## config.mk

```make
export PLATFORM = sky130hd
export DESIGN_NAME = crpc_prep
export DESIGN_NICKNAME = d
export VERILOG_FILES = /design/src/rtl/crpc_pkg.sv /design/src/rtl/crpc_prep.sv
export SDC_FILE = /design/constraint.sdc
export NUM_CORES = 1
export LEC_CHECK = 0
export BUFFER_PORTS_ARGS = -buffer_cell sky130_fd_sc_hd__buf_2
export CAP_MARGIN = 40
export CORE_UTILIZATION = 44
export DETAILED_ROUTE_END_ITERATION = 10
export PLACE_DENSITY = 0.79
export REMOVE_ABC_BUFFERS = 1
export SLEW_MARGIN = 10
export SYNTH_ARGS = -nofsm -noshare
export SYNTH_HDL_FRONTEND = slang
export SYNTH_SLANG_ARGS = --single-unit
```

## constraint.sdc

```tcl
create_clock -name clk -period 2.4 [get_ports clk]
set_clock_uncertainty 0.15 [all_clocks]
set_input_delay 0.12 -clock clk [delete_from_list [all_inputs] [get_ports clk]]
set_output_delay 0.12 -clock clk [all_outputs]
set_load 0.005 [all_outputs]
```

## src/rtl/crpc_pkg.sv

```systemverilog
`default_nettype none

package crpc_pkg;

    // Number of CORDIC micro-rotations and the size of the arctangent table.
    localparam int CordicSteps = 16;
    localparam int AtanEntries = 24;
    localparam int NumCells    = (CordicSteps < AtanEntries) ? CordicSteps : AtanEntries;
    localparam int ShiftW      = $clog2(AtanEntries);

    // Input coordinates are 16-bit integers, results are 17-bit.
    localparam int InW  = 16;
    localparam int ResW = 17;
    localparam int FracW = 16;

    // Datapath: 18 integer bits cover the CORDIC gain on a full-scale vector.
    localparam int DataW = 34;
    localparam int AngW  = 32;

    // Gain correction, round(0.60725293500888 * 2^30), and output limit.
    localparam int KinvW = 30;
    localparam logic [KinvW-1:0] KINV = 30'd652032874;
    localparam int OutLimit = 46341;

    // Split of the datapath word for the gain multiplication.
    localparam int LoW   = 17;
    localparam int HiW   = DataW - LoW;
    localparam int HiPW  = HiW + KinvW + 1;
    localparam int LoPW  = LoW + KinvW;
    localparam int SumW  = HiPW + LoW + 1;
    localparam int RoundShift = 46;
    localparam int RndW  = SumW - RoundShift;

    typedef logic [AngW-1:0] angle_t;

    typedef enum logic
    {
        CMD_TO_POLAR = 1'b0,
        CMD_TO_RECT  = 1'b1
    } cmd_t;

    // Payload handed from cell to cell.
    typedef struct packed
    {
        cmd_t                    cmd;
        logic signed [DataW-1:0] x;
        logic signed [DataW-1:0] y;
        angle_t                  z;
        logic                    byp;
        logic [ResW-1:0]         byp_first;
        logic [ResW-1:0]         byp_second;
    } cordic_t;

    // round(atan(2^-i) / (2*pi) * 2^32)
    function automatic angle_t atan_turn(input logic [ShiftW-1:0] idx);
        angle_t r;
        unique case (idx)
            5'd0:    r = 32'h20000000;
            5'd1:    r = 32'h12E4051E;
            5'd2:    r = 32'h09FB385B;
            5'd3:    r = 32'h051111D4;
            5'd4:    r = 32'h028B0D43;
            5'd5:    r = 32'h0145D7E1;
            5'd6:    r = 32'h00A2F61E;
            5'd7:    r = 32'h00517C55;
            5'd8:    r = 32'h0028BE53;
            5'd9:    r = 32'h00145F2F;
            5'd10:   r = 32'h000A2F98;
            5'd11:   r = 32'h000517CC;
            5'd12:   r = 32'h00028BE6;
            5'd13:   r = 32'h000145F3;
            5'd14:   r = 32'h0000A2FA;
            5'd15:   r = 32'h0000517D;
            5'd16:   r = 32'h000028BE;
            5'd17:   r = 32'h0000145F;
            5'd18:   r = 32'h00000A30;
            5'd19:   r = 32'h00000518;
            5'd20:   r = 32'h0000028C;
            5'd21:   r = 32'h00000146;
            5'd22:   r = 32'h000000A3;
            5'd23:   r = 32'h00000051;
            default: r = '0;
        endcase
        return r;
    endfunction

endpackage

`default_nettype wire

```

## src/rtl/crpc_prep.sv

```systemverilog
`default_nettype none

module crpc_prep
(
    input  wire logic                      clk,
    input  wire logic                      rst_n,
    input  wire logic                      in_valid,
    output logic                           in_ready,
    input  wire crpc_pkg::cmd_t            in_cmd,
    input  wire logic [crpc_pkg::InW-1:0]  in_first,
    input  wire logic [crpc_pkg::InW-1:0]  in_second,
    output logic                           out_valid,
    input  wire logic                      out_ready,
    output crpc_pkg::cordic_t              out_data
);
    import crpc_pkg::*;

    logic    valid_reg;
    cordic_t data_reg;
    cordic_t data_next;

    logic signed [InW:0] a17;
    logic signed [InW:0] b17;
    logic signed [InW:0] a_abs;
    logic signed [InW:0] b_abs;
    logic signed [InW:0] vx;
    logic signed [InW:0] vy;
    angle_t              z_rect;

    assign in_ready  = !valid_reg || out_ready;
    assign out_valid = valid_reg;
    assign out_data  = data_reg;

    always_comb
    begin
        a17    = {in_first[InW-1], in_first};
        b17    = {in_second[InW-1], in_second};
        a_abs  = a17[InW] ? -a17 : a17;
        b_abs  = b17[InW] ? -b17 : b17;
        z_rect = {in_second, {(AngW-InW){1'b0}}};

        data_next            = '0;
        data_next.cmd        = in_cmd;
        data_next.byp        = 1'b0;
        data_next.byp_first  = '0;
        data_next.byp_second = '0;
        vx = a17;
        vy = '0;

        unique case (in_cmd)
            CMD_TO_POLAR:
            begin
                // Vectors on an axis take the exact answer and skip the rotations.
                if (b17 == '0)
                begin
                    data_next.byp       = 1'b1;
                    data_next.byp_first = a_abs;
                    data_next.byp_second = (a17 > 0 || a17 == 0) ? '0
                                           : ResW'(-(1 << (InW-1)));
                end
                else if (a17 == '0)
                begin
                    data_next.byp        = 1'b1;
                    data_next.byp_first  = b_abs;
                    data_next.byp_second = b17[InW] ? ResW'(-(1 << (InW-2)))
                                           : ResW'(1 << (InW-2));
                end
                // Left half-plane: negate the vector and start the angle at pi.
                if (a17[InW])
                begin
                    vx          = -a17;
                    vy          = -b17;
                    data_next.z = {1'b1, {(AngW-1){1'b0}}};
                end
                else
                begin
                    vx          = a17;
                    vy          = b17;
                    data_next.z = '0;
                end
            end
            CMD_TO_RECT:
            begin
                // Angles in the left half-turn rotate the negated magnitude by a - pi.
                data_next.z = z_rect;
                vy = '0;
                if (z_rect[AngW-1] != z_rect[AngW-2])
                begin
                    vx                   = -a17;
                    data_next.z[AngW-1]  = ~z_rect[AngW-1];
                end
                else
                begin
                    vx = a17;
                end
            end
            default:
            begin
                vx = a17;
            end
        endcase

        data_next.x = {{(DataW-InW-1-FracW){vx[InW]}}, vx, {FracW{1'b0}}};
        data_next.y = {{(DataW-InW-1-FracW){vy[InW]}}, vy, {FracW{1'b0}}};
    end

    always_ff @(posedge clk or negedge rst_n)
    begin
        if (!rst_n)
        begin
            valid_reg <= 1'b0;
        end
        else if (in_ready)
        begin
            valid_reg <= in_valid;
        end
    end

    always_ff @(posedge clk)
    begin
        if (in_ready && in_valid)
        begin
            data_reg <= data_next;
        end
    end

endmodule

`default_nettype wire

```

Yosys cells after proc, flatten, opt, wreduce, memory -nomap -nowiden

Cells that the tools add are included.

$add $sub $neg: 2
Magnitude comparators: 1
Eq/ne operators: 1
Multiplexer cells: 13
Bitwise operators: 2
Reduce and logical (&&, ||, !) cells: 7

Operators with widths:

| kind                                                            | number |
|---|---|
| two-way mux 17 bit                                              | 6 |
| two-way mux 35 bit                                              | 2 |
| one-hot mux 17 bit (2 select lines)                             | 2 |
| one-hot mux 32 bit (2 select lines)                             | 1 |
| zero test 17 bit                                                | 2 |
| negation 16 -> 17 bit                                           | 2 |
| zero test 32 bit                                                | 1 |
| two-way mux 32 bit                                              | 1 |
| greater-than comparator 16 x 1 -> 1 bit (second input constant) | 1 |
| logical OR 1 bit                                                | 2 |
| inverter 1 bit                                                  | 2 |
| logical AND 1 bit                                               | 1 |
| zero test 1 bit                                                 | 1 |
| two-way mux 1 bit                                               | 1 |
| != test 1 bit                                                   | 1 |

Bits in registers: 103
Input bits: 37
Output and inout port bits: 138

Logic depth before layout (Yosys ltp)

Word-level depth: 4
Gate-level depth with buffers: 11
Gate-level depth less buffers: 10

Worst setup path before layout

OpenSTA, ideal clock, no wires.

Path kind: reg-to-reg
From: register valid_reg (netlist: out_valid)
To: register data_reg, in the netlist out_data[117] (enable)
Setup time: 0.437 ns
Arrival: 2.186 ns
Data required time: 1.813 ns
Path slack: -0.373 ns
Cell stages (with the launch flop): 3
Buffers on the path: 0
Clock period less this slack: 2.773 ns
Path through: dfrtp_1 > nand2b_1 > and2_1

Word-level cells in the longest chain between the ends: 3

Ends and longest elaborated chain:

| what                   | RTL line         | RTL |
|---|---|---|
| start, declared        | crpc_prep.sv:18  | `logic valid_reg;` |
| start signal, assigned | crpc_prep.sv:115 | `valid_reg <= in_valid;` |
| zero test 1 bit        | crpc_prep.sv:30  | `assign in_ready = !valid_reg \|\| out_ready;` |
| logical OR 1 bit       | crpc_prep.sv:30  |  |
| via in_ready           | crpc_prep.sv:8   | `output logic in_ready,` |
| logical AND 1 bit      | crpc_prep.sv:121 | `if (in_ready && in_valid)` |
| end signal, assigned   | crpc_prep.sv:123 | `data_reg <= data_next;` |
| end, declared          | crpc_prep.sv:19  | `cordic_t data_reg;` |

The timed path passes the listed nets, and every way through them passes these cells.
A chain may end at the register's enable or synchronous reset.

==> impl_metrics.env <==
export IMPL_status="completed"
export IMPL_final_setup_worst_slack_ns=0.06607
export IMPL_syn_avg_cell_area_um2=10.94
export IMPL_hp_class="in2reg"
export IMPL_dp_slack_ns=0.06205
export IMPL_cp_slowest_stage_delay_ns=0.53
export IMPL_cts_buffers=9
export IMPL_synth_flop_cell="edfxtp_1"
export IMPL_slew_viol_final=0
export IMPL_crit_path_cell_trace="dlygate4sd3_1 > buf_2 > or4_4 > or3_4 > nor3_2 > ha_1 > a21oi_1 > mux2_2"
export IMPL_synth_seq_cells=72
export IMPL_synth_edf_count=71
export IMPL_hpwlAfterDp_um=7551
export IMPL_root_buffer="clkbuf_8"
export IMPL_vias=3447
export IMPL_initial_core_util=0.4580
export IMPL_synthCells=413
export IMPL_final_nets=593
export IMPL_wire_per_inst_um=15.47
export IMPL_drv_cap=0
export IMPL_crit_cells=8
export IMPL_core_area_um2=9864
export IMPL_leakagePower_uw=0.002355
export IMPL_async_reset_ff_frac=0.01389
export IMPL_crit_path_end_kind="flip-flop"
export IMPL_dieHeight_um=103.3
export IMPL_worstPathRequired_ns=2.36
export IMPL_gp_congestion=0.8159
export IMPL_max_freq_ghz=0.4285
export IMPL_rr_endpoint="out_data[22]$_SDFFCE_PP0P_"
export IMPL_antenna_found_initial=0
export IMPL_ios=175
export IMPL_vias_per_cell=5.047
export IMPL_die_x_um=103.3
export IMPL_most_common_layout_cells="112 x buf_2, 71 x edfxtp_1, 62 x conb_1"
export IMPL_instances_no_fill=683
export IMPL_rsz0062_at_grt="false"
export IMPL_ir_drop_uv=322.4
export IMPL_ys_types=40
export IMPL_grt_pass1_wl_um=15500
export IMPL_start_kind="input pin"
export IMPL_syn2layout_area_growth_pct=21.96
export IMPL_routed_wl_um=10570
export IMPL_cts_sinks=72
export IMPL_layout_drive_gt1_share=0.3164
export IMPL_drt_antenna_violating_nets=0
export IMPL_slew_headroom=0.6591
export IMPL_endpoint="out_data[132]$_DFFE_PP_"
export IMPL_cp_startpoint="in_first[8]"
export IMPL_seq_area_frac_synth=0.4774
export IMPL_rows=36
export IMPL_worstPathArrival_ns=2.29
export IMPL_crit_reg2reg_launch="out_valid$_DFFE_PN0N_"
export IMPL_path_delay_family="simple AND/OR/NAND/NOR gates"
export IMPL_postCtsSetupRepairBufs=0
export IMPL_period_share=0.9725
export IMPL_hold_violations=0
export IMPL_fin_tns_setup_ns=0
export IMPL_grt_max_degree=35
export IMPL_io_buffers=112
export IMPL_cts_tree="done"
export IMPL_layout_cells_most_common="buf_2"
export IMPL_worst_hold_slack_ns=0.01061
export IMPL_clkLatencyLatePin_ns=0.35
export IMPL_power_density_nw_per_um2=559.3
export IMPL_worstPathMaxFanout=4
export IMPL_min_period_ns=2.334
export IMPL_crit_slowest_cell="dlygate4sd3_1"
export IMPL_first_pass_iters=4
export IMPL_path_buf_inv=2
export IMPL_yosysWarnings=0
export IMPL_die_area_um2=10680
export IMPL_grt_pass1_vias=3050
export IMPL_grt_total_usage=0.1964
export IMPL_cts_htree_levels=3
export IMPL_clk_path_buf_depth=2
export IMPL_syn_area_um2=4518
export IMPL_worst_r2r_cell_count=3
export IMPL_antenna_cells=0
export IMPL_critPathKind="in2reg"
export IMPL_setup_viol=0
export IMPL_clk_pin_slew_ns=0.08
export IMPL_drt_initial_drc_count=246
export IMPL_dp_cells=644
export IMPL_drc=0
export IMPL_gr_total_overflow=0
export IMPL_rrSetupSlack_ns=0.70
export IMPL_tightest_slew_ns=0.5048
## worst reg2reg max path, stage by stage, from the launching register on
cell and delay (ns):
dfrtp_1 0.38, nand2b_1 0.11, and2_4 0.46, buf_4 0.30
## cell families after synthesis
kind of cell	count (synthesis)	synth area share
compound gates	67	0.1177
buf+inv	101	0.1440
xor+xnor	52	0.1008
fa+ha+maj	11	0.03046
other cells	1	0.0008300
simple gates	104	0.1174
mux	5	0.01135
flops	72	0.4774
## cell type report
type	count	area (µm²)
clock buffers	10	127.6
clock inverters	6	83.83
fillers	823	4354
inverters	9	33.78
multi-input cells	301	1998
flip-flops and latches	72	2157
well taps	133	166.4
repair buffers	152	943.4
## worst min-delay path by stage
| stage | start | to | slack (ns) | cells past startpoint |
|---|---|---|---|---|
| final | in_second[2] | out_data[53]$_SDFFCE_PN0P_ | 0.01 | 2 |
| after global routing | in_second[2] | out_data[53]$_SDFFCE_PN0P_ | 0.02 | 2 |
| after CTS | in_second[2] | out_data[53]$_SDFFCE_PN0P_ | 0.006 | 2 |
| after detailed placement | rst_n | out_valid$_DFFE_PN0N_ | -0.25 | 1 |
| after global placement | rst_n | out_valid$_DFFE_PN0N_ | -0.26 | 1 |
| after floorplan | rst_n | out_valid$_DFFE_PN0N_ | -0.33 | 0 |
## metal layers
metal	wire, µm	vias up	GRT usage
met5	0	-	0
met4	297	0	0.09751
met3	980	24	0.06250
met2	5075	197	0.3277
met1	4216	1631	0.2287
li1	-	1595	-
## Yosys cell counts, types with 5 or more instances
| cell | count | share of area |
|---|---|---|
| nand2_1 | 15 | 0.012 |
| o41ai_1 | 5 | 0.0097 |
| and2_1 | 18 | 0.025 |
| nor2_1 | 40 | 0.033 |
| clkbuf_1 | 16 | 0.013 |
| o31ai_1 | 11 | 0.018 |
| edfxtp_1 | 71 | 0.47 |
| xnor2_1 | 12 | 0.023 |
| ha_1 | 11 | 0.030 |
| xor2_1 | 40 | 0.078 |
| inv_1 | 8 | 0.0066 |
| nand2b_1 | 5 | 0.0069 |
| or3_1 | 8 | 0.011 |
| o21ai_0 | 8 | 0.0089 |
| a21oi_1 | 11 | 0.012 |
| buf_4 | 65 | 0.11 |
| o41ai_2 | 10 | 0.036 |
| o22ai_1 | 14 | 0.019 |
## registers in the layout, summed over array words and instances (netlist names)
| name | flops |
|---|---|
| out_data | 71 |
| out_valid | 1 |
## power by group
part           switching [µW]  total, µW  internal, µW  leakage (µW)
clock                     471       1050           582      0.000110
sequential               20.9       1500          1480      0.000708
combinational             311        531           220       0.00154
total                     803       3080          2280       0.00235
## through the flow
stage	cell area, µm²	total power (µW)	util
final	5510	3082	0.5586
after detailed placement	5012	2016	0.5081
after floorplan	4130	1771	-
after CTS	5454	3081	0.5529
after global placement	5012	1997	0.5081
after global routing	5510	3196	0.5586
## timing repair
item                                    in CTS  in global routing
endpoints found under the setup margin       0                 23
endpoints found under the hold margin       21                  0
gates resized for setup                      0                 12
hold buffers                                23                  0
(Power assumes the default switching activity.)
