[src/rtl/crpc_pkg.sv]
`default_nettype none

package crpc_pkg;

    // Number of CORDIC micro-rotations and the size of the arctangent table.
    localparam int CordicSteps = 16;
    localparam int AtanEntries = 24;
    localparam int NumCells    = (CordicSteps < AtanEntries) ? CordicSteps : AtanEntries;
    localparam int ShiftW      = $clog2(AtanEntries);

    // Input coordinates are 16-bit integers, results are 17-bit.
    localparam int InW  = 16;
    localparam int ResW = 17;
    localparam int FracW = 16;

    // Datapath: 18 integer bits cover the CORDIC gain on a full-scale vector.
    localparam int DataW = 34;
    localparam int AngW  = 32;

    // Gain correction, round(0.60725293500888 * 2^30), and output limit.
    localparam int KinvW = 30;
    localparam logic [KinvW-1:0] KINV = 30'd652032874;
    localparam int OutLimit = 46341;

    // Split of the datapath word for the gain multiplication.
    localparam int LoW   = 17;
    localparam int HiW   = DataW - LoW;
    localparam int HiPW  = HiW + KinvW + 1;
    localparam int LoPW  = LoW + KinvW;
    localparam int SumW  = HiPW + LoW + 1;
    localparam int RoundShift = 46;
    localparam int RndW  = SumW - RoundShift;

    typedef logic [AngW-1:0] angle_t;

    typedef enum logic
    {
        CMD_TO_POLAR = 1'b0,
        CMD_TO_RECT  = 1'b1
    } cmd_t;

    // Payload handed from cell to cell.
    typedef struct packed
    {
        cmd_t                    cmd;
        logic signed [DataW-1:0] x;
        logic signed [DataW-1:0] y;
        angle_t                  z;
        logic                    byp;
        logic [ResW-1:0]         byp_first;
        logic [ResW-1:0]         byp_second;
    } cordic_t;

    // round(atan(2^-i) / (2*pi) * 2^32)
    function automatic angle_t atan_turn(input logic [ShiftW-1:0] idx);
        angle_t r;
        unique case (idx)
            5'd0:    r = 32'h20000000;
            5'd1:    r = 32'h12E4051E;
            5'd2:    r = 32'h09FB385B;
            5'd3:    r = 32'h051111D4;
            5'd4:    r = 32'h028B0D43;
            5'd5:    r = 32'h0145D7E1;
            5'd6:    r = 32'h00A2F61E;
            5'd7:    r = 32'h00517C55;
            5'd8:    r = 32'h0028BE53;
            5'd9:    r = 32'h00145F2F;
            5'd10:   r = 32'h000A2F98;
            5'd11:   r = 32'h000517CC;
            5'd12:   r = 32'h00028BE6;
            5'd13:   r = 32'h000145F3;
            5'd14:   r = 32'h0000A2FA;
            5'd15:   r = 32'h0000517D;
            5'd16:   r = 32'h000028BE;
            5'd17:   r = 32'h0000145F;
            5'd18:   r = 32'h00000A30;
            5'd19:   r = 32'h00000518;
            5'd20:   r = 32'h0000028C;
            5'd21:   r = 32'h00000146;
            5'd22:   r = 32'h000000A3;
            5'd23:   r = 32'h00000051;
            default: r = '0;
        endcase
        return r;
    endfunction

endpackage

`default_nettype wire

[src/rtl/crpc_descale.sv]
`default_nettype none

module crpc_descale
(
    input  wire logic                        clk,
    input  wire logic                        rst_n,
    input  wire logic                        in_valid,
    output logic                             in_ready,
    input  wire crpc_pkg::cordic_t           in_data,
    output logic                             out_valid,
    input  wire logic                        out_ready,
    output logic [crpc_pkg::ResW-1:0]        out_first,
    output logic [crpc_pkg::ResW-1:0]        out_second
);
    import crpc_pkg::*;

    // Stage one: partial products of the gain correction.
    logic                   va_reg;
    logic signed [HiPW-1:0] phx_reg;
    logic        [LoPW-1:0] plx_reg;
    logic signed [HiPW-1:0] phy_reg;
    logic        [LoPW-1:0] ply_reg;
    cmd_t                   cmd_reg;
    logic                   byp_reg;
    logic [ResW-1:0]        byp_first_reg;
    logic [ResW-1:0]        byp_second_reg;
    logic [ResW-1:0]        ang_reg;
    logic                   ready_a;

    // Stage two: output register.
    logic                   vb_reg;
    logic [ResW-1:0]        first_reg;
    logic [ResW-1:0]        second_reg;
    logic [ResW-1:0]        first_next;
    logic [ResW-1:0]        second_next;
    logic                   ready_b;

    angle_t                 z_rnd;
    logic [ResW-1:0]        mag_x;
    logic [ResW-1:0]        mag_y;

    function automatic logic [ResW-1:0] finish(input logic signed [HiPW-1:0] ph,
                                               input logic [LoPW-1:0] pl);
        logic signed [SumW-1:0] sum;
        logic signed [RndW-1:0] rnd;
        logic [ResW-1:0]        r;
        sum = (SumW'(ph) <<< LoW) + SumW'({1'b0, pl}) + (SumW'(1) <<< (RoundShift-1));
        rnd = sum[SumW-1:RoundShift];
        if (rnd > RndW'(OutLimit))
        begin
            r = ResW'(OutLimit);
        end
        else if (rnd < -RndW'(OutLimit))
        begin
            r = ResW'(-OutLimit);
        end
        else
        begin
            r = rnd[ResW-1:0];
        end
        return r;
    endfunction

    assign ready_b    = !vb_reg || out_ready;
    assign ready_a    = !va_reg || ready_b;
    assign in_ready   = ready_a;
    assign out_valid  = vb_reg;
    assign out_first  = first_reg;
    assign out_second = second_reg;

    assign z_rnd = in_data.z + angle_t'(1 << (AngW-InW-1));

    always_comb
    begin
        mag_x = finish(phx_reg, plx_reg);
        mag_y = finish(phy_reg, ply_reg);
        if (byp_reg)
        begin
            first_next  = byp_first_reg;
            second_next = byp_second_reg;
        end
        else
        begin
            first_next = mag_x;
            unique case (cmd_reg)
                CMD_TO_POLAR: second_next = ang_reg;
                CMD_TO_RECT:  second_next = mag_y;
                default:      second_next = mag_y;
            endcase
        end
    end

    always_ff @(posedge clk or negedge rst_n)
    begin
        if (!rst_n)
        begin
            va_reg <= 1'b0;
            vb_reg <= 1'b0;
        end
        else
        begin
            if (ready_a)
            begin
                va_reg <= in_valid;
            end
            if (ready_b)
            begin
                vb_reg <= va_reg;
            end
        end
    end

    always_ff @(posedge clk)
    begin
        if (ready_a && in_valid)
        begin
            phx_reg        <= $signed(in_data.x[DataW-1:LoW]) * $signed({1'b0, KINV});
            plx_reg        <= in_data.x[LoW-1:0] * KINV;
            phy_reg        <= $signed(in_data.y[DataW-1:LoW]) * $signed({1'b0, KINV});
            ply_reg        <= in_data.y[LoW-1:0] * KINV;
            cmd_reg        <= in_data.cmd;
            byp_reg        <= in_data.byp;
            byp_first_reg  <= in_data.byp_first;
            byp_second_reg <= in_data.byp_second;
            ang_reg        <= {z_rnd[AngW-1], z_rnd[AngW-1:AngW-InW]};
        end
        if (ready_b && va_reg)
        begin
            first_reg  <= first_next;
            second_reg <= second_next;
        end
    end

endmodule

`default_nettype wire

[config.mk]
export PLATFORM = sky130hd
export DESIGN_NAME = crpc_descale
export DESIGN_NICKNAME = d
export VERILOG_FILES = /design/src/rtl/crpc_pkg.sv /design/src/rtl/crpc_descale.sv
export SDC_FILE = /design/constraint.sdc
export NUM_CORES = 2
export LEC_CHECK = 0
export BUFFER_PORTS_ARGS = -buffer_cell sky130_fd_sc_hd__buf_2
export CAP_MARGIN = 20
export CORE_MARGIN = 5
export CORE_UTILIZATION = 25
export DETAILED_ROUTE_END_ITERATION = 12
export PLACE_DENSITY = 0.46
export SYNTH_ARGS = -nofsm -noshare
export SYNTH_HDL_FRONTEND = slang
export SYNTH_SLANG_ARGS = --single-unit
[constraint.sdc]
create_clock -name clk -period 10.3 [get_ports clk]
set_clock_uncertainty 0.2 [all_clocks]
set_input_delay 1.545 -clock clk [delete_from_list [all_inputs] [get_ports clk]]
set_output_delay 1.545 -clock clk [all_outputs]
set_load 0.05 [all_outputs]
Yosys cells after proc, flatten, opt, wreduce, memory -nomap -nowiden

Index checks and enable logic that the tools add are counted.

Multiplexer cells: 7
Reduce and logical (&&, ||, !) cells: 6
Bitwise logic cells: 1
$add $sub $neg: 5
Multiply operators: 4
Order comparisons: 4

Operators with widths:

| operator                                                                       | number |
|---|---|
| 65-bit by 48-bit adder with 66-bit output                                      | 2 |
| 66-bit by 46-bit adder with 66-bit output, second input constant               | 2 |
| 17-bit two-way mux                                                             | 6 |
| 17-bit by 30-bit multiplier with 47-bit output, second input constant          | 2 |
| 17-bit by 29-bit multiplier with 46-bit output, second input constant          | 2 |
| 20-bit by 17-bit > comparator with 1-bit output, second input constant         | 2 |
| 20-bit by 17-bit less-than comparator with 1-bit output, second input constant | 2 |
| 17-bit case mux with 2 select lines                                            | 1 |
| 32-bit by 16-bit adder with 32-bit output, second input constant               | 1 |
| 1-bit logical AND                                                              | 2 |
| 1-bit zero test                                                                | 2 |
| 1-bit logical OR                                                               | 2 |
| 1-bit NOT                                                                      | 1 |

Input port bits: 140
Output and inout port bits: 36
Register bits after elaboration: 274

Longest topological paths before layout

Word-level depth: 7
Gate-level depth with buffers: 25

Worst setup path after synthesis

OpenSTA, ideal clock, no wires.

Path type: in2reg
From: input port in_data[106] (netlist bit)
To: register plx_reg[46] (data pin)
Setup slack: 2.566 ns
Data required time: 9.905 ns
Path buffers: 0
Library setup time: 0.195 ns
Data arrival time: 7.340 ns
Stages on the path: 22
Path through: fa_1 -> inv_1 -> fa_1 -> fa_1 -> inv_1 -> fa_1 -> fa_1 -> inv_1 -> fa_1 -> inv_1 -> ha_1 -> a21o_1 -> a21o_1 -> a221oi_1 -> nor2_1 -> a211oi_1 -> nand3_1 -> a32oi_1 -> o21ai_0 -> or4_1 -> a2111o_1 -> o311ai_0

Cells in the longest elaborated chain, start to end: 1

Ends and longest elaborated chain:

| element                                        | RTL line            | RTL |
|---|---|---|
| start, declared                                | crpc_descale.sv:9   | `input wire crpc_pkg::cordic_t in_data,` |
| 17-bit by 29-bit multiplier with 46-bit output | crpc_descale.sv:118 | `plx_reg <= in_data.x[LoW-1:0] * KINV;` |
| end signal, assigned                           | crpc_descale.sv:118 |  |
| end, declared                                  | crpc_descale.sv:20  | `logic [LoPW-1:0] plx_reg;` |

Every way passes these cells.
A chain may end at the register's enable or synchronous reset.

Worst setup path in the final report

From: input port in_data[109] (netlist bit)
To: register plx_reg[46] (data pin)

Same word-level chain as after synthesis.

==> results.sh <==
export IMPL_worst_setup_path_type="input pin to flop"
export IMPL_report_final_setup_viol=0
export IMPL_cts_tree="yes"
export IMPL_buffer_ports_inserted=160
export IMPL_clock_latency_ns=0.57
export IMPL_ctsResizeCount=0
export IMPL_postSynth_asyncResetShare_pct=0.833
export IMPL_grt_first_pass_wirelength_um=186000
export IMPL_fin_setup_tns_ns=0
export IMPL_flow_area_growth_from_synthesis_pct=10.6
export IMPL_finalHoldViolCount=0
export IMPL_cts_setup_buffers=0
export IMPL_post_route_drc_count=0
export IMPL_route_detailed_vias_per_inst=4.29
export IMPL_initial_utilization_pct=25.2
export IMPL_timing_reg2reg_worst_path_depth=13
export IMPL_worst_ep_required_time_ns=10.45
export IMPL_detailedRoute_firstPassIterationCount=5
export IMPL_postSynthRegisterBits=240
export IMPL_synth_cell_types=76
export IMPL_critical_path_startpoint="in_data[109]"
export IMPL_gp_congestion=0.903
export IMPL_setup_worst_path_start_class="input pin"
export IMPL_cts_htree_levels=1
export IMPL_grt_max_degree=66
export IMPL_timing_critical_path_arrival_ns=8.42
export IMPL_rr_startpoint="ply_reg[42]"
export IMPL_cts_buffers_inserted=29
export IMPL_initial_antenna_violation_count=7
export IMPL_post_synth_cell_area_avg_sq_um=10.5
export IMPL_dr_first_iter_drc_count=1386
export IMPL_max_slew_margin_pct=42.9
export IMPL_dieArea_sq_mm=0.187
export IMPL_timing_max_transition_violations_final=0
export IMPL_yosys_warnings=0
export IMPL_dieHeight_um=432
export IMPL_grt_pass1_vias=31700
export IMPL_num_rows=154
export IMPL_timing_hold_worst_path_depth=1
export IMPL_clkTransAtPathRegs_ns=0.07
export IMPL_ys_flop_type="sky130_fd_sc_hd__edfxtp_1"
export IMPL_worst_hold_startpoint="va_reg"
export IMPL_detail_route_wirelength_um=119000
export IMPL_top_level_pins=176
export IMPL_fin_util_pct=27.9
export IMPL_grt_setup_unrepaired="false"
export IMPL_antenna_violating_nets_post_route=0
export IMPL_post_synth_inst_count=4226
export IMPL_filler_cell_count=18800
export IMPL_timing_critical_path_fanout_max=7
export IMPL_number_of_enable_type_register_cells_in_the_synthesized_netlist=238
export IMPL_layout_min_cycle_time_ns=8.27
export IMPL_status="finished clean"
export IMPL_min_path_type="flop to flop"
export IMPL_worst_slack_ns=2.03
export IMPL_layout_drive_gt1_share_pct=5.74
export IMPL_cp_end_kind="flop"
export IMPL_global_route_overflow_total=0
export IMPL_post_cts_hold_buffer_count=0
export IMPL_vias=29000
export IMPL_dp_final_hpwl_um=106000
export IMPL_synth_seq_area_share_pct=16.2
export IMPL_drt_wirelength_per_cell_um=17.6
export IMPL_detailedPlace_worstSlack_ns=1.44
export IMPL_synth_nets=5894
export IMPL_clock_sinks=240
export IMPL_core_area_sq_mm=0.176
export IMPL_nets=6069
export IMPL_cts_root_buffer_cell="sky130_fd_sc_hd__clkbuf_16"
export IMPL_min_period_over_period_pct=80.3
export IMPL_max_clock_freq_mhz=121
export IMPL_die_width_um=432
export IMPL_timing_worst_slew_pin_value_ns=0.857
export IMPL_synthesis_area_sq_mm=0.0445
export IMPL_grt_total_usage_pct=12.9
export IMPL_largest_buffer_count_on_any_clock_path=3
export IMPL_max_cap_violations=0
[layout make-up]
type,count,area (sq um),share of cell area [%]
clock buffers,30,729,1.48
flip-flops and latches,240,7200,14.6
repair buffers,169,872,1.77
well taps,2340,2930,5.95
diodes,1,2.50,0.00509
multi-input cells,2779,32800,66.6
inverters,1182,4440,9.02
clock inverters,23,289,0.587
[metal layers]
layer / GRT usage [%] / share of wire (%) / vias to the layer above
met5: 0.359 / 0.076 / -
met2: 22.9 / 50 / 435
met4: 2.08 / 2.1 / 2
li1: - / - / 14000
met3: 1.94 / 3.9 / 118
met1: 16.8 / 44 / 14500
[critical path: stages]
cell	delay, ns
sky130_fd_sc_hd__buf_2	0.18
sky130_fd_sc_hd__ha_1	0.54
sky130_fd_sc_hd__inv_1	0.11
sky130_fd_sc_hd__fa_1	0.58
sky130_fd_sc_hd__inv_1	0.08
sky130_fd_sc_hd__fa_1	0.57
sky130_fd_sc_hd__fa_1	0.45
sky130_fd_sc_hd__fa_1	0.51
sky130_fd_sc_hd__inv_1	0.05
sky130_fd_sc_hd__fa_1	0.48
sky130_fd_sc_hd__inv_1	0.05
sky130_fd_sc_hd__ha_1	0.33
sky130_fd_sc_hd__a21o_1	0.19
sky130_fd_sc_hd__a21o_1	0.17
sky130_fd_sc_hd__a221oi_1	0.41
sky130_fd_sc_hd__nor2_1	0.11
sky130_fd_sc_hd__a211oi_1	0.30
sky130_fd_sc_hd__nand3_1	0.22
sky130_fd_sc_hd__a32oi_1	0.33
sky130_fd_sc_hd__o21ai_0	0.21
sky130_fd_sc_hd__or4_1	0.48
sky130_fd_sc_hd__a2111o_1	0.38
sky130_fd_sc_hd__o311ai_0	0.12
[logic make-up after synthesis]
logic type | count (synthesis) | synth area share (%)
multiplexers | 6 | 0.135
XOR/XNOR | 162 | 3.19
adder cells (fa/ha/maj) | 1528 | 56.0
buffers and inverters | 1207 | 10.2
AND/OR/NAND/NOR | 526 | 6.01
flip-flops | 240 | 16.2
AO/OA/AOI/OAI | 557 | 8.28
[worst paths after layout]
path,to,slack (ns)
worst max register to register,out_second[4],5.34
worst min-delay path,out_valid,0.30
min in group asynchronous,out_valid,0.55
worst min register to register,out_valid,0.30
max in group asynchronous,va_reg,9.26
worst max-delay path,plx_reg[46],2.03
[metrics by stage]
stage | instance area (sq um) | instances | hold WS [ns]
floorplan | 44500 | 4226 | 0.249
global placement | 48200 | 6709 | 0.262
detailed placement | 48200 | 6709 | 0.295
CTS | 49200 | 6762 | 0.313
global route | 49200 | 6763 | 0.344
finish | 49200 | 6764 | 0.304
[cells in the mapped netlist, types with 9 or more instances]
library cell | count | share of area (%)
sky130_fd_sc_hd__edfxtp_1 | 238 | 16
sky130_fd_sc_hd__a211oi_1 | 22 | 0.37
sky130_fd_sc_hd__nor4_1 | 10 | 0.14
sky130_fd_sc_hd__nor2_1 | 124 | 1.0
sky130_fd_sc_hd__and3_1 | 28 | 0.39
sky130_fd_sc_hd__nor3_1 | 32 | 0.36
sky130_fd_sc_hd__or3_1 | 10 | 0.14
sky130_fd_sc_hd__a21oi_1 | 154 | 1.7
sky130_fd_sc_hd__fa_1 | 772 | 35
sky130_fd_sc_hd__and4_1 | 10 | 0.20
sky130_fd_sc_hd__nand4_1 | 32 | 0.45
sky130_fd_sc_hd__a221oi_1 | 10 | 0.20
sky130_fd_sc_hd__inv_1 | 1182 | 10
sky130_fd_sc_hd__o21bai_1 | 19 | 0.32
sky130_fd_sc_hd__nor2b_1 | 27 | 0.38
sky130_fd_sc_hd__or2_2 | 15 | 0.21
sky130_fd_sc_hd__xnor2_1 | 104 | 2.0
sky130_fd_sc_hd__xor2_1 | 58 | 1.1
sky130_fd_sc_hd__nand2_1 | 107 | 0.90
sky130_fd_sc_hd__o211ai_1 | 13 | 0.22
sky130_fd_sc_hd__clkbuf_1 | 21 | 0.18
sky130_fd_sc_hd__o31ai_1 | 9 | 0.15
sky130_fd_sc_hd__a31oi_1 | 25 | 0.35
sky130_fd_sc_hd__o21a_1 | 32 | 0.54
sky130_fd_sc_hd__ha_1 | 756 | 21
sky130_fd_sc_hd__nand3_1 | 62 | 0.70
sky130_fd_sc_hd__nand2b_1 | 33 | 0.46
sky130_fd_sc_hd__a21o_1 | 86 | 1.5
sky130_fd_sc_hd__o21ai_0 | 93 | 1.0
sky130_fd_sc_hd__and2_1 | 12 | 0.17
[cells in the final DEF, fill, tap and decap left out, drive strengths merged, types with 8 or more instances in the layout]
master	synthesis	final
o31ai	9	9
or2	15	15
a21o	86	86
xnor2	104	104
o22a	8	8
nor3	33	33
and3	29	29
nand4	33	33
o211ai	13	13
nor2b	27	27
o21bai	19	19
nor2	124	124
fa	772	772
ha	756	756
a211oi	22	22
clkbuf	21	30
nand2b	33	33
a31oi	25	25
o21ai	94	94
o21a	32	32
xor2	58	58
nand3	62	62
a221oi	10	10
nor4	10	10
and4	10	10
or4	8	8
and2	14	14
a21oi	154	154
or3	10	10
inv	1182	1189
edfxtp	238	238
buf	4	169
nand2	107	107
clkinv	0	8
Power is left out: the tool's default activity adds up to more than one toggle a clock period on the data nets, which glitch-free logic cannot reach.
