**src/rtl/crpc_pkg.sv**
```systemverilog
`default_nettype none

package crpc_pkg;

    // Number of CORDIC micro-rotations and the size of the arctangent table.
    localparam int CordicSteps = 16;
    localparam int AtanEntries = 24;
    localparam int NumCells    = (CordicSteps < AtanEntries) ? CordicSteps : AtanEntries;
    localparam int ShiftW      = $clog2(AtanEntries);

    // Input coordinates are 16-bit integers, results are 17-bit.
    localparam int InW  = 16;
    localparam int ResW = 17;
    localparam int FracW = 16;

    // Datapath: 18 integer bits cover the CORDIC gain on a full-scale vector.
    localparam int DataW = 34;
    localparam int AngW  = 32;

    // Gain correction, round(0.60725293500888 * 2^30), and output limit.
    localparam int KinvW = 30;
    localparam logic [KinvW-1:0] KINV = 30'd652032874;
    localparam int OutLimit = 46341;

    // Split of the datapath word for the gain multiplication.
    localparam int LoW   = 17;
    localparam int HiW   = DataW - LoW;
    localparam int HiPW  = HiW + KinvW + 1;
    localparam int LoPW  = LoW + KinvW;
    localparam int SumW  = HiPW + LoW + 1;
    localparam int RoundShift = 46;
    localparam int RndW  = SumW - RoundShift;

    typedef logic [AngW-1:0] angle_t;

    typedef enum logic
    {
        CMD_TO_POLAR = 1'b0,
        CMD_TO_RECT  = 1'b1
    } cmd_t;

    // Payload handed from cell to cell.
    typedef struct packed
    {
        cmd_t                    cmd;
        logic signed [DataW-1:0] x;
        logic signed [DataW-1:0] y;
        angle_t                  z;
        logic                    byp;
        logic [ResW-1:0]         byp_first;
        logic [ResW-1:0]         byp_second;
    } cordic_t;

    // round(atan(2^-i) / (2*pi) * 2^32)
    function automatic angle_t atan_turn(input logic [ShiftW-1:0] idx);
        angle_t r;
        unique case (idx)
            5'd0:    r = 32'h20000000;
            5'd1:    r = 32'h12E4051E;
            5'd2:    r = 32'h09FB385B;
            5'd3:    r = 32'h051111D4;
            5'd4:    r = 32'h028B0D43;
            5'd5:    r = 32'h0145D7E1;
            5'd6:    r = 32'h00A2F61E;
            5'd7:    r = 32'h00517C55;
            5'd8:    r = 32'h0028BE53;
            5'd9:    r = 32'h00145F2F;
            5'd10:   r = 32'h000A2F98;
            5'd11:   r = 32'h000517CC;
            5'd12:   r = 32'h00028BE6;
            5'd13:   r = 32'h000145F3;
            5'd14:   r = 32'h0000A2FA;
            5'd15:   r = 32'h0000517D;
            5'd16:   r = 32'h000028BE;
            5'd17:   r = 32'h0000145F;
            5'd18:   r = 32'h00000A30;
            5'd19:   r = 32'h00000518;
            5'd20:   r = 32'h0000028C;
            5'd21:   r = 32'h00000146;
            5'd22:   r = 32'h000000A3;
            5'd23:   r = 32'h00000051;
            default: r = '0;
        endcase
        return r;
    endfunction

endpackage

`default_nettype wire

```
**src/rtl/crpc_cell.sv**
```systemverilog
`default_nettype none

module crpc_cell
(
    input  wire logic                         clk,
    input  wire logic                         rst_n,
    input  wire logic [crpc_pkg::ShiftW-1:0]  shift,
    input  wire crpc_pkg::angle_t             atan,
    input  wire logic                         in_valid,
    output logic                              in_ready,
    input  wire crpc_pkg::cordic_t            in_data,
    output logic                              out_valid,
    input  wire logic                         out_ready,
    output crpc_pkg::cordic_t                 out_data
);
    import crpc_pkg::*;

    logic    valid_reg;
    cordic_t data_reg;
    cordic_t data_next;

    logic signed [DataW-1:0] dx;
    logic signed [DataW-1:0] dy;
    logic                    rot_neg;

    assign in_ready  = !valid_reg || out_ready;
    assign out_valid = valid_reg;
    assign out_data  = data_reg;

    always_comb
    begin
        dx = in_data.y >>> shift;
        dy = in_data.x >>> shift;

        // Vectoring drives y toward zero; rotation drives z toward zero.
        unique case (in_data.cmd)
            CMD_TO_POLAR: rot_neg = !in_data.y[DataW-1];
            CMD_TO_RECT:  rot_neg = in_data.z[AngW-1];
            default:      rot_neg = 1'b0;
        endcase

        data_next = in_data;
        if (rot_neg)
        begin
            data_next.x = in_data.x + dx;
            data_next.y = in_data.y - dy;
            data_next.z = in_data.z + atan;
        end
        else
        begin
            data_next.x = in_data.x - dx;
            data_next.y = in_data.y + dy;
            data_next.z = in_data.z - atan;
        end
    end

    always_ff @(posedge clk or negedge rst_n)
    begin
        if (!rst_n)
        begin
            valid_reg <= 1'b0;
        end
        else if (in_ready)
        begin
            valid_reg <= in_valid;
        end
    end

    always_ff @(posedge clk)
    begin
        if (in_ready && in_valid)
        begin
            data_reg <= data_next;
        end
    end

endmodule

`default_nettype wire

```
**config.mk**
```make
export PLATFORM = sky130hd
export DESIGN_NAME = crpc_cell
export DESIGN_NICKNAME = d
export VERILOG_FILES = /design/src/rtl/crpc_pkg.sv /design/src/rtl/crpc_cell.sv
export SDC_FILE = /design/constraint.sdc
export NUM_CORES = 1
export LEC_CHECK = 0
export ABC_CLOCK_PERIOD_IN_PS = 11500
export BUFFER_PORTS_ARGS = -buffer_cell sky130_fd_sc_hd__buf_2
export CORE_MARGIN = 2
export CORE_UTILIZATION = 62
export CTS_CLUSTER_DIAMETER = 120
export DETAILED_ROUTE_END_ITERATION = 10
export PLACE_DENSITY = 0.91
export SLEW_MARGIN = 20
export SYNTH_ARGS = -nofsm -noshare
export SYNTH_HDL_FRONTEND = slang
export SYNTH_SLANG_ARGS = --single-unit
```
**constraint.sdc**
```tcl
create_clock -name clk -period 11.5 [get_ports clk]
set_clock_uncertainty 0.15 [all_clocks]
set_input_delay 0 -clock clk [delete_from_list [all_inputs] [get_ports clk]]
set_output_delay 0 -clock clk [all_outputs]
set_load 0.1 [all_outputs]
```
Word level (Yosys, flattened, before mapping)
Index checks and enable logic that the tools add are counted.
Operators by class
  shift-type cells: 2
  add/subtract/negate cells: 6
  reductions and logical operators: 4
  multiplexer cells: 2
  bitwise operators: 1
Operators by type and width (number)
  $mux W100: 1
  $add A34 B34 Y34: 2
  $sshr A34 B5 Y34: 2
  $sub A34 B34 Y34: 2
  $add A32 B32 Y32: 1
  $sub A32 B32 Y32: 1
  $logic_not A1 Y1: 2
  $pmux W1 S2: 1
  $logic_and A1 B1 Y1: 1
  $logic_or A1 B1 Y1: 1
  $not A1 Y1: 1
Word-level totals
  bits in registers: 137
  logic and storage cells: 23
  output and inout port bits: 138
  input port bits: 177

Depth between registers and ports, before layout
Gate-level depths: netlist (run 1).
  depth in word-level cells: 3
  depth in mapped cells: 28

Least setup slack after synthesis (run 1)
No wires, ideal clock.
  path kind: register -> register
  start: reg valid_reg, in the netlist out_valid
  end: reg data_reg, in the netlist out_data[0], enable pin
  stages on the path, launching flop included: 3
  setup time: 0.510 ns
  data arrival time: 4.893 ns
  clock period less this slack: 5.554 ns
  path slack: 5.946 ns
  data required time: 10.840 ns
  path through: dfrtp_1 nand2b_1 and2_1
Between the ends
  cells in the longest elaborated chain, start to end: 3
RTL lines
  from (decl): line crpc_cell.sv:18  | logic valid_reg;
  from (signal assigned): line crpc_cell.sv:65  | valid_reg <= in_valid;
  $logic_not A1 Y1: line crpc_cell.sv:26  | assign in_ready = !valid_reg || out_ready;
  $logic_or A1 B1 Y1: line crpc_cell.sv:26
  via in_ready: line crpc_cell.sv:10  | output logic in_ready,
  $logic_and A1 B1 Y1: line crpc_cell.sv:71  | if (in_ready && in_valid)
  to (signal assigned): line crpc_cell.sv:73  | data_reg <= data_next;
  to (decl): line crpc_cell.sv:19  | cordic_t data_reg;
The timed path passes the listed nets, and every way through them passes these cells.
A chain may end at the register's enable or synchronous reset.

==> summary.md, run 1 <==
| Metric | Value |
|---|---|
| Syn Nets | 1,988 |
| Syn. warnings | 0 |
| Crit. End Element | register |
| Die Y | 165.6 um |
| Dpl cell area | 17,820 um^2 |
| Synth cell types | 98 |
| Worst-Skew Late Latency | 0.44 ns |
| Max-Cap Viols | 0 |
| First-pass GRT wire length | 91.11 mm |
| Routed wire per std cell | 25.83 um |
| CP Data Required Time | 11.55 ns |
| Total track usage | 43.88% |
| Final WL | 61.77 mm |
| Num ports | 315 |
| Flops & latches, synth | 137 |
| Post-synthesis sequential area ratio | 25.38% |
| Critical path class | input pin to register |
| Final setup viols | 0 |
| Reg2Reg Depth | 3 |
| Primary FF master, synth | edfxtp_1 |
| Power, Total | 3.115 mW |
| Post-route setup TNS | 0 ns |
| Share of cells above drive strength 1 | 24.96% |
| CP Max Fanout | 71 |
| Remaining DRCs | 0 |
| Crit start category | input pin |
| GRT met1 Usage | 52.67% |
| Gate Count Post-Synth | 1,708 |
| Reg-to-reg startpoint | out_valid |
| Period Utilization, post-route | 64.69% |
| Mapped Area | 16,190 um^2 |
| Total CTS buffers | 17 |
| Vias in the first global route | 16,152 |
| Core area | 25,840 um^2 |
| Vias per cell | 7.126 |
| Unrepaired setup endpoints after global routing | no |
| Max H-tree Level | 4 |
| Fmax | 134.4 MHz |
| Nets@finish | 2,322 |
| DRT antenna net count | 0 |
| Vias | 17,039 |
| Post-synth EDFFs | 136 |
| Row Count | 59 |
| GRT busiest layer | met2 |
| Setup bufs post-CTS | 0 |
| Arrival time worst endpoint | 7.48 ns |
| Pins over their slew limit | 0 |
| Buffers on Ports | 314 |
| Max rail drop VDD | 129.6 uV |
| Chip width | 165.6 um |
| Relative slew slack | 29.24% |
| Min Tclk post-route | 7.439 ns |
| Final hold vios | 0 |
| CTS clk-pin slew, worst paths | 0.08 ns |
| Pwr per Cell Area | 162.5 nW/um^2 |
| Worst setup path start | shift[1] |
| Hold path start | in_data[106] |
| Avg Cell Area, Syn | 9.478 um^2 |
| Die area | 27,420 um^2 |
| CTS root buf | clkbuf_16 |
| Gr ovfl total | 0 |
| HPWL Detailed | 43.14 mm |
| Critical R2R Capture | out_data[115] |
| Finished Cell Area | 19,170 um^2 |
| Largest net degree at the start of global routing | 84 |
| Worst Hold Path EP | out_data[106] |
| DRT Pass-1 Iters | 8 |
| Hold-fix buffers at CTS | 74 |
| Hold crit path type | input pin to register |
| Final core area utilization | 74.20% |
| Status | finished, final reports clean |
| Hold path cells | 3 |
| Cts repair resizes | 0 |
| Initial antenna violation count | 2 |
| Met3 Usage GRT | 11.21% |
| Initial Utilization | 62.65% |
| Sink Count | 137 |
| 1st-iter DRT viols | 2,709 |
| Measured slew at the worst slew-check pin | 1.035 ns |
| Share of flip-flops with an asynchronous set or reset | 0.7299% |
| Leak Pwr | 7.754 nW |
| Grt met2 use | 70.65% |
| CTS tree | done |
| Area growth syn-to-layout | 18.43% |
| CTS max path bufs | 2 |
| Final Wtd Congestion | 1.087 |
| Reg-to-reg slack, setup | 8.67 ns |
## critical path, cell delays in order
cell	delay (ns)
buf_4	0.55
buf_4	0.83
mux4_2	0.66
mux2i_1	0.32
nor2_1	0.07
or4_4	0.56
inv_2	0.10
ha_1	0.19
inv_1	0.05
a2111oi_0	0.28
nand4_1	0.24
nand2_1	0.16
xnor2_1	0.12
ha_1	0.41
nand3_1	0.15
a2111oi_0	0.90
o21ai_0	0.30
a21oi_1	0.38
o221ai_1	0.22
a21oi_1	0.25
o21bai_1	0.11
a31oi_1	0.17
xor3_1	0.43
## cell families after synthesis
logic type               share of synthesized area, %
AO/OA/AOI/OAI                                   21.42
XOR/XNOR                                        9.236
adder cells (fa/ha/maj)                         8.100
buffers and inverters                           4.004
AND/OR/NAND/NOR                                 15.00
multiplexers                                    16.86
flip-flops                                      25.38
## state kept, by name (all words and copies together), names as in the netlist
name	count
out_data	136
out_valid	1
## where the power goes
part	leakage, nW	internal [mW]	switching [mW]
logic	6.16	0.535	1.31
clock network	0.288	0.294	0.273
registers	1.30	0.682	0.0235
## final cells by class
| type | count | area (um^2) |
|---|---|---|
| flip-flops and latches | 137 | 4109 |
| repair buffers | 400 | 2407 |
| clock buffers | 17 | 425.4 |
| well taps | 335 | 419.2 |
| clock inverters | 15 | 176.4 |
| inverters | 48 | 180.2 |
| diodes | 1 | 2.502 |
| multi-input cells | 1438 | 11450 |
| fillers | 1822 | 6665 |
## worst max path at each step
stage / depth (start not counted) / endpoint / slack (ns)
after CTS: 22 / out_data[134] / 4.12
after detailed placement: 22 / out_data[134] / 3.91
final: 23 / out_data[100] / 4.06
after global placement: 23 / out_data[97] / 4.23
after floorplan: 2 / out_data[0] / 5.95
after global routing: 23 / out_data[100] / 3.42
## routing by layer
metal,vias to the layer above,share of wire (%)
met5,-,0.024
met4,2,7.3
met3,338,13
met2,1412,46
met1,8000,34
li1,7287,-
## per-stage QoR
stage | hold WS, ns | std cells | setup slack (ns)
6_report | 0.02942 | 2391 | 4.061
5_1_grt | 0.03188 | 2391 | 3.422
4_1_cts | 0.001772 | 2390 | 4.125
3_5_place_dp | -0.3744 | 2284 | 3.906
3_3_place_gp | -0.3747 | 2284 | 4.231
2_1_floorplan | -0.4456 | 1708 | 5.946
## Yosys cell counts (20+ instances only)
cell | number | area (um^2)
xnor2_1 | 119 | 1042
a211oi_1 | 20 | 150.1
o21ai_0 | 88 | 440.4
edfxtp_1 | 136 | 4084
nand3_1 | 28 | 140.1
nor3_1 | 30 | 150.1
a21oi_1 | 145 | 725.7
clkbuf_1 | 31 | 116.4
ha_1 | 100 | 1251
a31oi_1 | 34 | 212.7
o21a_1 | 24 | 180.2
mux2i_1 | 53 | 530.5
nand2_1 | 124 | 465.5
mux2_2 | 26 | 292.8
a21o_1 | 34 | 255.2
xor2_1 | 49 | 429.2
nor2_1 | 135 | 506.7
inv_1 | 45 | 168.9
nand2b_1 | 23 | 143.9
mux4_2 | 79 | 1779
buf_2 | 23 | 115.1
## placed cells by master (no fill, tap or decap), drive strengths merged, types with 7 or more instances in the layout
master / count
a2111oi: 10
a211oi: 23
a21boi: 7
a21o: 34
a21oi: 145
a221oi: 9
a31oi: 34
and2: 18
and3: 16
buf: 326
clkbuf: 17
dlygate4sd3: 74
edfxtp: 136
ha: 100
inv: 56
mux2: 32
mux2i: 56
mux4: 79
nand2: 124
nand2b: 23
nand3: 30
nand4: 9
nor2: 136
nor2b: 18
nor3: 35
nor4: 8
o211ai: 17
o21a: 24
o21ai: 88
o21bai: 16
o221ai: 10
o22ai: 16
o31ai: 17
or2: 11
or3: 10
or4: 9
xnor2: 119
xor2: 49
Note: power is estimated with default switching activity, not from simulation.
==> run 2: changes to the inputs <==
--- a/config.mk
+++ b/config.mk
@@ -5,13 +5,13 @@
 export SDC_FILE = /design/constraint.sdc
 export NUM_CORES = 1
 export LEC_CHECK = 0
-export ABC_CLOCK_PERIOD_IN_PS = 11500
+export ABC_CLOCK_PERIOD_IN_PS = 6600
 export BUFFER_PORTS_ARGS = -buffer_cell sky130_fd_sc_hd__buf_2
 export CORE_MARGIN = 2
-export CORE_UTILIZATION = 62
+export CORE_UTILIZATION = 52
 export CTS_CLUSTER_DIAMETER = 120
 export DETAILED_ROUTE_END_ITERATION = 10
-export PLACE_DENSITY = 0.91
+export PLACE_DENSITY = 0.82
 export SLEW_MARGIN = 20
 export SYNTH_ARGS = -nofsm -noshare
 export SYNTH_HDL_FRONTEND = slang
==> constraint.sdc (replaced) <==
create_clock -name clk -period 6.6 [get_ports clk]
set_clock_uncertainty 0.15 [all_clocks]
set_input_delay 0 -clock clk [delete_from_list [all_inputs] [get_ports clk]]
set_output_delay 0 -clock clk [all_outputs]
set_load 0.1 [all_outputs]
==> run 2 against run 1 <==
Effect of this change: clock-buffer cell count grew 1; core utilization shrank 9.5 points; final cell count grew 5.3%; critical endpoint is now out_data[133]; largest power group unchanged.
==> summary.md, run 2 (same netlist as run 1, synthesis figures left out) <==
| Metric | Value |
|---|---|
| HPWL Detailed | 48.83 mm |
| Dpl cell area | 18,400 um^2 |
| CTS root buf | clkbuf_16 |
| Leak Pwr | 8.086 nW |
| Worst-Skew Late Latency | 0.43 ns |
| Vias | 16,768 |
| Pwr per Cell Area | 277.6 nW/um^2 |
| Max H-tree Level | 4 |
| Gr ovfl total | 0 |
| Critical path's top delay family | compound AO/OA/AOI/OAI gates |
| CP Max Fanout | 28 |
| CP Data Required Time | 6.59 ns |
| Largest net degree at the start of global routing | 74 |
| Vias in the first global route | 16,435 |
| Period Utilization, post-route | 96.92% |
| Setup bufs post-CTS | 0 |
| Hold crit path type | input pin to register |
| Most common cell on crit path | buf_4 |
| Measured slew at the worst slew-check pin | 0.9689 ns |
| Core area | 30,590 um^2 |
| Hold_ws | 0.02369 ns |
| Die area | 32,560 um^2 |
| Chip width | 180.4 um |
| Initial Utilization | 52.92% |
| Max rail drop VDD | 162.4 uV |
| Routed wire per std cell | 25.49 um |
| Worst setup path start | shift[1] |
| Max-Cap Viols | 0 |
| Total CTS buffers | 17 |
| Commonest non-fill, non-tap cell in the layout | buf_2 |
| Bufs and invs on worst path | 6 |
| CTS tree | done |
| Final hold vios | 0 |
| DRT antenna net count | 0 |
| Critical R2R Capture | out_data[114] |
| Final core area utilization | 64.66% |
| Buffers on Ports | 314 |
| Status | finished, final reports clean |
| Pins over their slew limit | 0 |
| Area growth syn-to-layout | 22.19% |
| Reg2Reg Depth | 3 |
| Max FFs per register | 136 |
| Hold path start | in_data[50] |
| Min Tclk post-route | 6.397 ns |
| Critical path depth in cells | 23 |
| Reg-to-reg startpoint | out_valid |
| Unrepaired setup endpoints after global routing | no |
| Fmax | 156.3 MHz |
| Vias per cell | 6.662 |
| Worst Slack Setup Final | 0.2031 ns |
| Finished Cell Area | 19,780 um^2 |
| Final Wtd Congestion | 1.026 |
| Crit-path cells | buf_4, buf_4, mux2i_1, nor3_1, a2111oi_0, buf_4, a221oi_1, buf_4, nor4b_1, and4_1, a21oi_1, xnor2_1, a21oi_1, ha_1, nand3_1, or2_2, a211oi_1, o311ai_0, buf_4, a21oi_1, o21ai_0, buf_4, o311ai_0 |
| Critical path class | input pin to register |
| Commonest cells after routing, fill and taps aside | 312 x buf_2, 144 x a21oi_1, 136 x edfxtp_1, 135 x nor2_1, 124 x nand2_1 |
| Total track usage | 38.34% |
| Share of cells above drive strength 1 | 26.93% |
| CP peak stage delay | 0.71 ns |
| First-pass GRT wire length | 96.77 mm |
| Nets@finish | 2,387 |
| DRT Pass-1 Iters | 6 |
| Relative slew slack | 33.74% |
| Row Count | 64 |
| Initial antenna violation count | 1 |
| Die Y | 180.4 um |
| Final WL | 64.16 mm |
| Sink Count | 137 |
| Num ports | 315 |
| CTS max path bufs | 2 |
| Final setup viols | 0 |
| Slowest CP cell | a2111oi_0 |
| Crit. End Element | register |
| 1st-iter DRT viols | 1,659 |
| CTS clk-pin slew, worst paths | 0.07 ns |
| Crit path to | out_data[133] |
| Reg-to-reg slack, setup | 3.85 ns |
| Pre-CTS setup slack | -0.05177 ns |
| Remaining DRCs | 0 |
| Arrival time worst endpoint | 6.39 ns |
| Crit start category | input pin |
==> run 2: cell types whose count changed in the layout (fill, tap and decap cells not counted), sizes merged <==
cell,previous run,this run
buf,326,386
dlygate4sd3,74,79
clkinv,5,3
bufinv,0,1
clkbuf,17,18
clkinvlp,2,1
inv,56,57
==> run 2: worst min path at each step <==
stage	to	slack, ns	cells past startpoint
finish	out_data[51]	0.02	4
global route	out_data[51]	0.03	4
CTS	out_data[51]	0.002	4
detailed placement	out_valid	-0.37	1
global placement	out_valid	-0.37	1
floorplan	out_valid	-0.45	0
==> run 2: layer usage <==
metal,share of wire (%),wire length [um],GRT usage (%)
met5,0,0,0
met4,4.6,2948,17.13
met3,9.4,6051,7.559
met2,48,30520,64.85
met1,38,24640,47.47
==> run 2: tightest hold or removal path, cell delays in order <==
cell     delay, ns
buf_2         0.09
ha_1          0.21
a21oi_1       0.07
xnor2_1       0.12
==> run 2: cell type report <==
class	instances	area, um^2
Multi-Input combinational cell	1438	11450
Clock buffer	18	429.2
Tap cell	396	495.5
Clock inverter	14	158.9
Antenna cell	1	2.502
Inverter	48	180.2
Timing Repair Buffer	465	2958
Fill cell	2489	10810
Sequential cell	137	4109
==> run 2: metrics by stage <==
stage	total power [mW]	instances	TNS, ns
after global routing	5.717	2516	0
after floorplan	3.672	1708	0
after detailed placement	4.394	2405	-0.07672
after global placement	4.342	2405	0
after CTS	5.437	2516	0
final	5.491	2517	0
==> run 2: what timing repair did <==
action	in CTS	in global routing
hold buffers	79	0
endpoints found under the setup margin	0	1
gates resized for setup	0	1
hold endpoints to repair	74	0
==> run 2: power breakdown <==
| group | internal, mW | switching [mW] |
|---|---|---|
| registers | 1.19 | 0.0398 |
| clock network | 0.540 | 0.456 |
| logic | 0.986 | 2.28 |
| total | 2.71 | 2.78 |
